### config.mk
export PLATFORM = sky130hd
export DESIGN_NAME = ultrasonic_echo_ranger
export DESIGN_NICKNAME = d
export VERILOG_FILES = /design/src/hdl/uer_pkg.sv /design/src/hdl/uer_seq.sv /design/src/hdl/uer_avg.sv /design/src/hdl/ultrasonic_echo_ranger.sv
export SDC_FILE = /design/constraint.sdc
export NUM_CORES = 2
export LEC_CHECK = 0
export BUFFER_PORTS_ARGS = -buffer_cell sky130_fd_sc_hd__buf_4
export CAP_MARGIN = 10
export CORE_ASPECT_RATIO = 1.5
export CORE_UTILIZATION = 55
export CTS_BUF_LIST = sky130_fd_sc_hd__clkbuf_8
export DETAILED_ROUTE_END_ITERATION = 10
export PLACE_DENSITY = 0.72
export SYNTH_ARGS = -nofsm -noshare
export SYNTH_HDL_FRONTEND = slang
export SYNTH_HIERARCHICAL = 1
export SYNTH_SLANG_ARGS = --single-unit
### constraint.sdc
create_clock -name clk -period 12 [get_ports clk]
set_input_delay 3 -clock clk [delete_from_list [all_inputs] [get_ports clk]]
set_output_delay 3 -clock clk [all_outputs]
set_load 0.005 [all_outputs]
### src/hdl/uer_pkg.sv
`default_nettype none
// ----------------------------------------------------------------------------
// uer_pkg - shared types and constants for the echo ranger
// Field widths, speed-of-sound coefficients, register map and the per-tick
// result record that travels between the sequencer and the averaging stage.
// ----------------------------------------------------------------------------
package uer_pkg;

	localparam int unsigned TEMP_W    = 8;
	localparam int unsigned TW_W      = 10;
	localparam int unsigned GAP_W     = 16;
	localparam int unsigned TICK_W    = 16;
	localparam int unsigned SPEED_W   = 12;
	localparam int unsigned SUM_W     = 31;
	localparam int unsigned DIST_W    = 18;
	localparam int unsigned APB_AW    = 3;
	localparam int unsigned APB_DW    = 32;

	localparam int unsigned SHOTS_DEF     = 5;
	localparam int unsigned ECHO_BITS_DEF = 16;

	// speed of sound in 0.1 m/s: base + slope * temperature
	localparam int SPEED_BASE  = 3314;
	localparam int SPEED_SLOPE = 6;

	// one shot contributes speed * width / 2000 in 0.01 cm
	localparam int unsigned DIV_PER_SHOT = 2000;

	localparam logic [SUM_W-1:0]  SUM_MAX  = {SUM_W{1'b1}};
	localparam logic [DIST_W-1:0] DIST_MAX = {DIST_W{1'b1}};

	localparam logic [TW_W-1:0]  TW_RESET  = 10'd20;
	localparam logic [GAP_W-1:0] GAP_RESET = 16'd50000;

	typedef enum logic {
		REG_TRIGGER_WIDTH = 1'b0,
		REG_SHOT_GAP      = 1'b1
	} reg_idx_t;

	typedef struct packed {
		logic trigger;
		logic busy;
		logic done;
	} res_t;

endpackage : uer_pkg
`default_nettype wire

### src/hdl/uer_seq.sv
`default_nettype none
// ----------------------------------------------------------------------------
// uer_seq - shot sequencer and echo accumulator
// Steps the trigger / wait / measure / gap cycle once per tick, weighs each
// echo width by the temperature-corrected speed and keeps the running sum.
// ----------------------------------------------------------------------------
module uer_seq
	import uer_pkg::*;
#(
	parameter int unsigned SHOTS     = SHOTS_DEF,
	parameter int unsigned ECHO_BITS = ECHO_BITS_DEF
) (
	input  wire logic                     clk,
	input  wire logic                     arst_n,
	input  wire logic                     proc_en,
	input  wire logic                     start_s1,
	input  wire logic                     echo_s1,
	input  wire logic signed [TEMP_W-1:0] temp_s1,
	input  wire logic [TW_W-1:0]          trigger_width,
	input  wire logic [GAP_W-1:0]         shot_gap,
	output res_t                          res,
	output logic [SUM_W-1:0]              sum_eff
);

	localparam int unsigned PW   = SPEED_W + ECHO_BITS;
	localparam int unsigned AW   = ((PW > SUM_W) ? PW : SUM_W) + 1;
	localparam int unsigned SHW  = $clog2(SHOTS + 1);
	localparam logic [ECHO_BITS-1:0] ECHO_MAX = {ECHO_BITS{1'b1}};
	localparam logic [SHW-1:0]       SHOT_LAST = SHW'(SHOTS);

	typedef enum logic [2:0] {
		PH_IDLE = 3'd0,
		PH_TRIG = 3'd1,
		PH_WAIT = 3'd2,
		PH_MEAS = 3'd3,
		PH_GAP  = 3'd4
	} phase_t;

	phase_t                 phase_q, phase_d;
	logic [TICK_W-1:0]      tick_q;
	logic [ECHO_BITS-1:0]   width_q;
	logic [SHW-1:0]         shot_q;
	logic [SUM_W-1:0]       sum_q;
	logic [PW-1:0]          prod_q;
	logic                   pend_q;

	logic signed [SPEED_W:0] speed_full;
	logic [SPEED_W-1:0]      speed;
	logic [PW-1:0]           prod_d;
	logic [AW-1:0]           sum_ext;
	logic                    done_d;
	logic                    gap_end;

	// speed stays positive for every 8-bit temperature
	assign speed_full = (SPEED_W+1)'(SPEED_BASE)
		+ (SPEED_W+1)'(temp_s1) * (SPEED_W+1)'(SPEED_SLOPE);
	assign speed      = speed_full[SPEED_W-1:0];
	assign prod_d     = PW'(speed) * PW'(width_q);

	// fold in a product that is still pending from the last echo
	assign sum_ext = AW'(sum_q) + AW'(prod_q);
	always_comb begin
		if (!pend_q) begin
			sum_eff = sum_q;
		end else if (sum_ext > AW'(SUM_MAX)) begin
			sum_eff = SUM_MAX;
		end else begin
			sum_eff = sum_ext[SUM_W-1:0];
		end
	end

	assign gap_end = (tick_q >= TICK_W'(shot_gap));

	always_comb begin
		phase_d = phase_q;
		done_d  = 1'b0;
		unique case (phase_q)
			PH_IDLE: if (start_s1) phase_d = PH_TRIG;
			PH_TRIG: if (tick_q >= TICK_W'(trigger_width)) phase_d = PH_WAIT;
			PH_WAIT: if (echo_s1) phase_d = PH_MEAS;
			PH_MEAS: if (!echo_s1) phase_d = PH_GAP;
			PH_GAP: begin
				if (gap_end) begin
					if (shot_q >= SHOT_LAST) begin
						phase_d = PH_IDLE;
						done_d  = 1'b1;
					end else begin
						phase_d = PH_TRIG;
					end
				end
			end
			default: phase_d = PH_IDLE;
		endcase
	end

	assign res.trigger = (phase_d == PH_TRIG);
	assign res.busy    = (phase_d != PH_IDLE);
	assign res.done    = done_d;

	always_ff @(posedge clk or negedge arst_n) begin
		if (!arst_n) begin
			phase_q <= PH_IDLE;
			tick_q  <= '0;
			width_q <= '0;
			shot_q  <= '0;
			sum_q   <= '0;
			pend_q  <= 1'b0;
		end else begin
			if (pend_q) begin
				sum_q  <= sum_eff;
				pend_q <= 1'b0;
			end
			if (proc_en) begin
				phase_q <= phase_d;
				unique case (phase_q)
					PH_IDLE: begin
						if (start_s1) begin
							tick_q  <= TICK_W'(1);
							shot_q  <= '0;
							sum_q   <= '0;
							width_q <= '0;
						end
					end
					PH_TRIG: begin
						if (tick_q < TICK_W'(trigger_width)) tick_q <= tick_q + 1'b1;
					end
					PH_WAIT: begin
						if (echo_s1) width_q <= ECHO_BITS'(1);
					end
					PH_MEAS: begin
						if (echo_s1) begin
							if (width_q != ECHO_MAX) width_q <= width_q + 1'b1;
						end else begin
							pend_q <= 1'b1;
							shot_q <= shot_q + 1'b1;
							tick_q <= '0;
						end
					end
					PH_GAP: begin
						if (gap_end) tick_q <= TICK_W'(1);
						else         tick_q <= tick_q + 1'b1;
					end
					default: ;
				endcase
			end
		end
	end

	// product register: loaded on the echo-fall tick
	always_ff @(posedge clk) begin
		if (proc_en && phase_q == PH_MEAS && !echo_s1) prod_q <= prod_d;
	end

	a_pend_one: assert property (@(posedge clk) disable iff (!arst_n)
		pend_q |=> !pend_q)
		else $error("pending product held more than one cycle");

	a_fall_pends: assert property (@(posedge clk) disable iff (!arst_n)
		(proc_en && phase_q == PH_MEAS && !echo_s1) |=> pend_q && phase_q == PH_GAP)
		else $error("echo fall did not queue a product");

	a_shot_bound: assert property (@(posedge clk) disable iff (!arst_n)
		shot_q <= SHOT_LAST)
		else $error("shot index ran past the shot count");

	a_done_idle: assert property (@(posedge clk) disable iff (!arst_n)
		(proc_en && done_d) |=> phase_q == PH_IDLE)
		else $error("done tick left the sequencer busy");

endmodule : uer_seq
`default_nettype wire

### src/hdl/uer_avg.sv
`default_nettype none
// ----------------------------------------------------------------------------
// uer_avg - average of the shot sum in hundredths of a centimetre
// Divides the sum by 2000*SHOTS with a reciprocal multiply, then saturates; off the done tick it gives zero.
// ----------------------------------------------------------------------------
module uer_avg
	import uer_pkg::*;
#(
	parameter int unsigned SHOTS = SHOTS_DEF
) (
	input  wire logic              clk,
	input  wire logic              ld3,
	input  wire logic              ld4,
	input  wire res_t              res_s2,
	input  wire logic [SUM_W-1:0]  sum_s2,
	output res_t                   res_s4,
	output logic [DIST_W-1:0]      dist_s4
);

	localparam longint unsigned DIV = longint'(DIV_PER_SHOT) * longint'(SHOTS);
	localparam int unsigned     K   = SUM_W + $clog2(DIV);
	localparam int unsigned     MW  = SUM_W + 2;
	localparam longint unsigned RECIP = ((64'd1 << K) + DIV - 64'd1) / DIV;
	localparam int unsigned     PRW = SUM_W + MW;
	localparam int unsigned     QW  = PRW - K;

	logic [PRW-1:0] prod_s3;
	res_t           res_s3;
	logic [QW-1:0]  quot;

	assign quot = prod_s3[PRW-1:K];

	always_ff @(posedge clk) begin
		if (ld3) begin
			res_s3  <= res_s2;
			prod_s3 <= PRW'(sum_s2) * PRW'(MW'(RECIP));
		end
		if (ld4) begin
			res_s4 <= res_s3;
			if (!res_s3.done)                 dist_s4 <= '0;
			else if (quot > QW'(DIST_MAX))    dist_s4 <= DIST_MAX;
			else                              dist_s4 <= quot[DIST_W-1:0];
		end
	end

endmodule : uer_avg
`default_nettype wire

### src/hdl/ultrasonic_echo_ranger.sv
`default_nettype none
// ----------------------------------------------------------------------------
// ultrasonic_echo_ranger - averaged, temperature-compensated echo ranger
// Drives the trigger, times the echo and reports the mean distance of a
// burst of shots.
// ----------------------------------------------------------------------------
// Each input transfer is one microsecond tick: the start request, the
// sampled echo pin and the air temperature in whole degrees C. Every tick
// yields exactly one output transfer showing the trigger pin level, the busy
// flag and, on the done tick, the averaged distance in 0.01 cm (zero on all
// other ticks). One tick is taken per clock cycle, sustained, while the output
// is not stalled; a tick's result passes through the input register, sequencer
// register, reciprocal multiply and saturating output register before it is
// presented. The rate is set by the sequencer state, which advances once per
// tick. Output stall back-pressures the pipeline stage by stage, so ticks keep
// flowing until every stage is full. The temperature is sampled on the tick
// the echo falls. Trigger width and shot gap are written through the APB port
// (byte addresses 0 and 4); the user must write them only while the block is
// idle, which the block does not enforce; a zero trigger width acts as one tick.
// ----------------------------------------------------------------------------
module ultrasonic_echo_ranger
	import uer_pkg::*;
#(
	parameter int unsigned SHOTS     = SHOTS_DEF,
	parameter int unsigned ECHO_BITS = ECHO_BITS_DEF
) (
	input  wire logic                     clk,
	input  wire logic                     arst_n,
	// configuration
	input  wire logic                     psel,
	input  wire logic                     penable,
	input  wire logic                     pwrite,
	input  wire logic [APB_AW-1:0]        paddr,
	input  wire logic [APB_DW-1:0]        pwdata,
	output logic      [APB_DW-1:0]        prdata,
	output logic                          pready,
	// tick input
	input  wire logic                     in_valid,
	output logic                          in_stall,
	input  wire logic                     start_req,
	input  wire logic                     echo_level,
	input  wire logic signed [TEMP_W-1:0] temperature_c,
	// tick result
	output logic                          out_valid,
	input  wire logic                     out_stall,
	output logic                          trigger_level,
	output logic                          busy_res,
	output logic                          done_res,
	output logic [DIST_W-1:0]             distance
);

	logic [TW_W-1:0]  trigger_width_q;
	logic [GAP_W-1:0] shot_gap_q;
	reg_idx_t         reg_sel;
	logic             cfg_wr;

	logic v_s1, v_s2, v_s3, v_s4;
	logic rdy1, rdy2, rdy3, rdy4;
	logic ld2, ld3, ld4;

	logic                     start_s1;
	logic                     echo_s1;
	logic signed [TEMP_W-1:0] temp_s1;

	res_t             res_d, res_s2, res_s4;
	logic [SUM_W-1:0] sum_eff, sum_s2;
	logic [DIST_W-1:0] dist_s4;

	// ---- configuration registers ----
	assign pready  = 1'b1;
	assign reg_sel = reg_idx_t'(paddr[2]);
	assign cfg_wr  = psel && penable && pwrite && pready;

	always_comb begin
		unique case (reg_sel)
			REG_TRIGGER_WIDTH: prdata = APB_DW'(trigger_width_q);
			REG_SHOT_GAP:      prdata = APB_DW'(shot_gap_q);
			default:           prdata = '0;
		endcase
	end

	always_ff @(posedge clk or negedge arst_n) begin
		if (!arst_n) begin
			trigger_width_q <= TW_RESET;
			shot_gap_q      <= GAP_RESET;
		end else if (cfg_wr) begin
			unique case (reg_sel)
				REG_TRIGGER_WIDTH: trigger_width_q <= pwdata[TW_W-1:0];
				REG_SHOT_GAP:      shot_gap_q      <= pwdata[GAP_W-1:0];
				default: ;
			endcase
		end
	end

	// ---- pipeline flow: a stage loads when empty or when it drains ----
	assign rdy4 = !v_s4 || !out_stall;
	assign rdy3 = !v_s3 || rdy4;
	assign rdy2 = !v_s2 || rdy3;
	assign rdy1 = !v_s1 || rdy2;
	assign in_stall = !rdy1;

	assign ld2 = v_s1 && rdy2;
	assign ld3 = v_s2 && rdy3;
	assign ld4 = v_s3 && rdy4;

	always_ff @(posedge clk or negedge arst_n) begin
		if (!arst_n) begin
			v_s1 <= 1'b0;
			v_s2 <= 1'b0;
			v_s3 <= 1'b0;
			v_s4 <= 1'b0;
		end else begin
			if (rdy1) v_s1 <= in_valid;
			if (rdy2) v_s2 <= v_s1;
			if (rdy3) v_s3 <= v_s2;
			if (rdy4) v_s4 <= v_s3;
		end
	end

	// capture the tick on transfer
	always_ff @(posedge clk) begin
		if (in_valid && rdy1) begin
			start_s1 <= start_req;
			echo_s1  <= echo_level;
			temp_s1  <= temperature_c;
		end
	end

	// ---- sequencer: advances once per tick as it leaves the input stage ----
	uer_seq #(
		.SHOTS     (SHOTS),
		.ECHO_BITS (ECHO_BITS)
	) u_seq (
		.clk           (clk),
		.arst_n        (arst_n),
		.proc_en       (ld2),
		.start_s1      (start_s1),
		.echo_s1       (echo_s1),
		.temp_s1       (temp_s1),
		.trigger_width (trigger_width_q),
		.shot_gap      (shot_gap_q),
		.res           (res_d),
		.sum_eff       (sum_eff)
	);

	// hold the tick result with the sum it saw
	always_ff @(posedge clk) begin
		if (ld2) begin
			res_s2 <= res_d;
			sum_s2 <= sum_eff;
		end
	end

	// ---- averaging and output register ----
	uer_avg #(
		.SHOTS (SHOTS)
	) u_avg (
		.clk     (clk),
		.ld3     (ld3),
		.ld4     (ld4),
		.res_s2  (res_s2),
		.sum_s2  (sum_s2),
		.res_s4  (res_s4),
		.dist_s4 (dist_s4)
	);

	assign out_valid     = v_s4;
	assign trigger_level = res_s4.trigger;
	assign busy_res      = res_s4.busy;
	assign done_res      = res_s4.done;
	assign distance      = dist_s4;

	// ---- checks ----
	a_done_not_busy: assert property (@(posedge clk) disable iff (!arst_n)
		(out_valid && done_res) |-> !busy_res)
		else $error("done tick reported busy");

	a_trig_busy: assert property (@(posedge clk) disable iff (!arst_n)
		(out_valid && trigger_level) |-> busy_res)
		else $error("trigger driven outside a sequence");

	a_stall_full: assert property (@(posedge clk) disable iff (!arst_n)
		in_stall |-> (v_s1 && v_s2 && v_s3 && v_s4 && out_stall))
		else $error("input stalled with room in the pipeline");

	a_dist_zero: assert property (@(posedge clk) disable iff (!arst_n)
		(out_valid && !done_res) |-> (distance == '0))
		else $error("distance nonzero off the done tick");

endmodule : ultrasonic_echo_ranger
`default_nettype wire
==> impl_metrics.yaml <==
timing:
  setup_ws_ns: 3.39
  max-slew-margin-rel: 0.252
  worstMarginPinSlew_ns: 1.12
  clock.fmax_ghz: 0.116
  clock_skew_ns: 0.0676
  finalCritPeriodShare: 0.717
  setup_tns_ns: 0
  fin_crit_ns: 8.61
  hold_viol: 0
  setup_viol: 0
  finalMaxSlewViolations: 0
  rsz0062_at_grt: "no"
drt:
  num_vias: 23700
  dr.first_iter.drc_count: 1087
  antenna_left: 0
  drtPass1Iterations: 8
  vias_per_cell: 5.52
  drcViolationCount: 4
  wire_per_inst_um: 20.6
  drt_wl_total_um: 88400
setup_path:
  cpPeakStageDelay_ns: 0.71
  rr_startpoint: "temp_s1[0]"
  end_kind: "register"
  cp_top_family: "adder cells"
  path_common_cell: "fa_1"
  worstPathArrival_ns: 9.05
  critPathMaxFanout: 20
  start_kind: "register"
  worst_path_max_delay_cell: "edfxtp_1"
  crit_start: "temp_s1[0]"
  crit_type: "reg -> reg"
  worst-path-buf-inv: 2
  crit_required_ns: 12.45
layout:
  nFillCells: 5345
  finish.utilization: 0.588
  syn_to_final_growth_pct: 5.96
  drive_gt1_frac: 0.0714
  nNetsFinal: 4562
  fin_cells: 4285
outcome:
  violations: "DRC"
  status: "finished, violations left"
placed_design:
  port_buffers: 72
  gp_congestion: 1.02
  place_inst: 4215
  dpl.hpwl_um: 75400
  place_ws_ns: 3.41
global_routing:
  antenna_found_initial: 1
  grt_overflow: 0
  grt_pass1_wl_um: 139000
  grt_max_degree: 68
  grtUsageTotal: 0.291
  grt_pass1_vias: 25700
clock_tree:
  ctsHoldBuffers: 0
  htreeDepth: 2
  post_cts_resized: 0
  clk_pin_slew_worst_paths_ns: 0.06
  tritoncts: "yes"
  cts.sinks: 213
  clock_path_buffers: 3
  clk_latency_ns: 0.64
  cts_made_buffers: 38
  post_cts_buffers: 0
  clock-root-buffer: "clkbuf_8"
die:
  die-area_mm2: 0.0639
  initial_core_util: 0.555
  fp.dieW_um: 207
  core_mm2: 0.0622
  placementRows: 112
  dieHeight_um: 309
  boundaryPins: 108
synth:
  synth_area_per_cell_um2: 10.2
  synth.top_cell.area_share: 0.319
  postSynth.asyncResetShare: 0.469
  netlist-cell-type-count: 96
  synth.most_common_cell: "inv_1"
  yosys-top-cells-count: "845 x inv_1, 550 x fa_1, 502 x ha_1"
  ys.flop_type: "edfxtp_1"
  syn_area_mm2: 0.0346
  synth-edff-count: 113
  synth_top_area_cell: "fa_1"
  yosys-top-cells-area: "fa_1 32%, ha_1 18%, edfxtp_1 9.8%"
  synth_seq_cells: 213
  netlist_instances: 3402
  yosys_warnings: 6
  seq_area_frac_synth: 0.171
flow_run:
  maxCapViolCount: 0
worst_hold_path:
  hold_start: "res_s2[2]"
  worstHoldPathType: "reg -> reg"
-- area by class of cell --
| class | count | area, um2 | area share |
|---|---|---|---|
| multi-input combinational | 2271 | 25100 | 0.685 |
| sequential | 213 | 5910 | 0.161 |
| inverter | 845 | 3170 | 0.0866 |
| tap | 798 | 998 | 0.0273 |
| timing repair buffer | 89 | 668 | 0.0182 |
| clock buffer | 39 | 537 | 0.0147 |
| clock inverter | 29 | 263 | 0.00718 |
| antenna | 1 | 2.50 | 0.0000683 |
-- metrics by stage --
| stage | area, um2 | hold slack, ns |
|---|---|---|
| after floorplan | 34600 | 0.400 |
| after global placement | 35800 | 0.402 |
| after detailed placement | 35800 | 0.407 |
| after CTS | 36600 | 0.446 |
| after global routing | 36600 | 0.444 |
| final | 36600 | 0.439 |
-- worst reg2reg max path, cell delays in order (launching register included) --
cell      delay, ns
edfxtp_1       0.71
ha_1           0.36
ha_1           0.23
fa_1           0.46
a21o_1         0.17
a21oi_1        0.22
xnor2_1        0.21
nor4_1         0.13
o41ai_1        0.33
nand3_1        0.57
and2_1         0.42
fa_1           0.45
fa_1           0.52
fa_1           0.43
fa_1           0.49
inv_1          0.05
fa_1           0.47
inv_1          0.04
ha_1           0.34
nand3_1        0.11
nor2_1         0.07
a21boi_1       0.16
o211a_1        0.30
o311ai_1       0.46
o211ai_1       0.22
a2111o_1       0.41
nand3_1        0.09
-- layer usage --
layer | track usage | vias to the layer above | wire (um)
met1 | 0.304 | 11800 | 31100
met4 | 0.192 | 0 | 6630
met3 | 0.0276 | 241 | 2590
li1 | - | 11000 | -
met5 | 0 | - | 0
met2 | 0.544 | 599 | 48100
-- path summary, 6_finish.rpt --
path / cells past startpoint / slack [ns] / to
max in group asynchronous: 2 / 8.36 / u_seq/phase_q[0]
hold reg to reg: 0 / 0.44 / u_avg/res_s3[2]
setup / recovery: 26 / 3.39 / u_seq/prod_q[27]
setup reg to reg: 26 / 3.39 / u_seq/prod_q[27]
min in group asynchronous: 1 / 2.38 / u_seq/sum_q[0]
hold / removal: 0 / 0.44 / u_avg/res_s3[2]
-- cell families (layout without fill, tap and decap cells) --
kind of cell | count (synthesis) | in the layout | share of synthesized area
AOI/OAI and AO/OA | 448 | 448 | 0.0885
xor gates and xnor gates | 101 | 101 | 0.0256
adders and majority gates | 1052 | 1052 | 0.500
buffers and inverters | 933 | 1002 | 0.105
DFF | 213 | 213 | 0.171
muxes | 38 | 38 | 0.0145
other | 2 | 18 | 0.000217
and+or+nand+nor | 615 | 615 | 0.0944
-- registers in the layout (all words and copies together) (netlist names), 3 cells and up --
signal / cells
shot_gap_q: 16
u_seq/sum_q: 31
u_seq/prod_q: 27
u_avg/res_s3: 3
u_seq/tick_q: 16
u_seq/width_q: 16
sum_s2: 31
u_seq/phase_q: 3
res_s2: 3
temp_s1: 8
u_avg/prod_s3: 18
u_avg/res_s4: 3
trigger_width_q: 10
u_avg/dist_s4: 18
u_seq/shot_q: 3
-- placed cells by master, fill, tap and decap left out, types with 30 or more instances in the layout --
cell,instances
buf_4,89
inv_1,857
edfxtp_1,113
xnor2_1,70
nor2b_1,37
o21ai_0,67
nor2_1,82
fa_1,550
nand3_1,53
clkbuf_8,39
a21o_1,53
and2_1,112
ha_1,502
a21oi_1,132
nand4_1,30
xor2_1,31
nand2_1,177
dfrtp_1,92
Power is not shown: default switching activity piles up to over one toggle a cycle in this logic, so the estimate is an artifact.
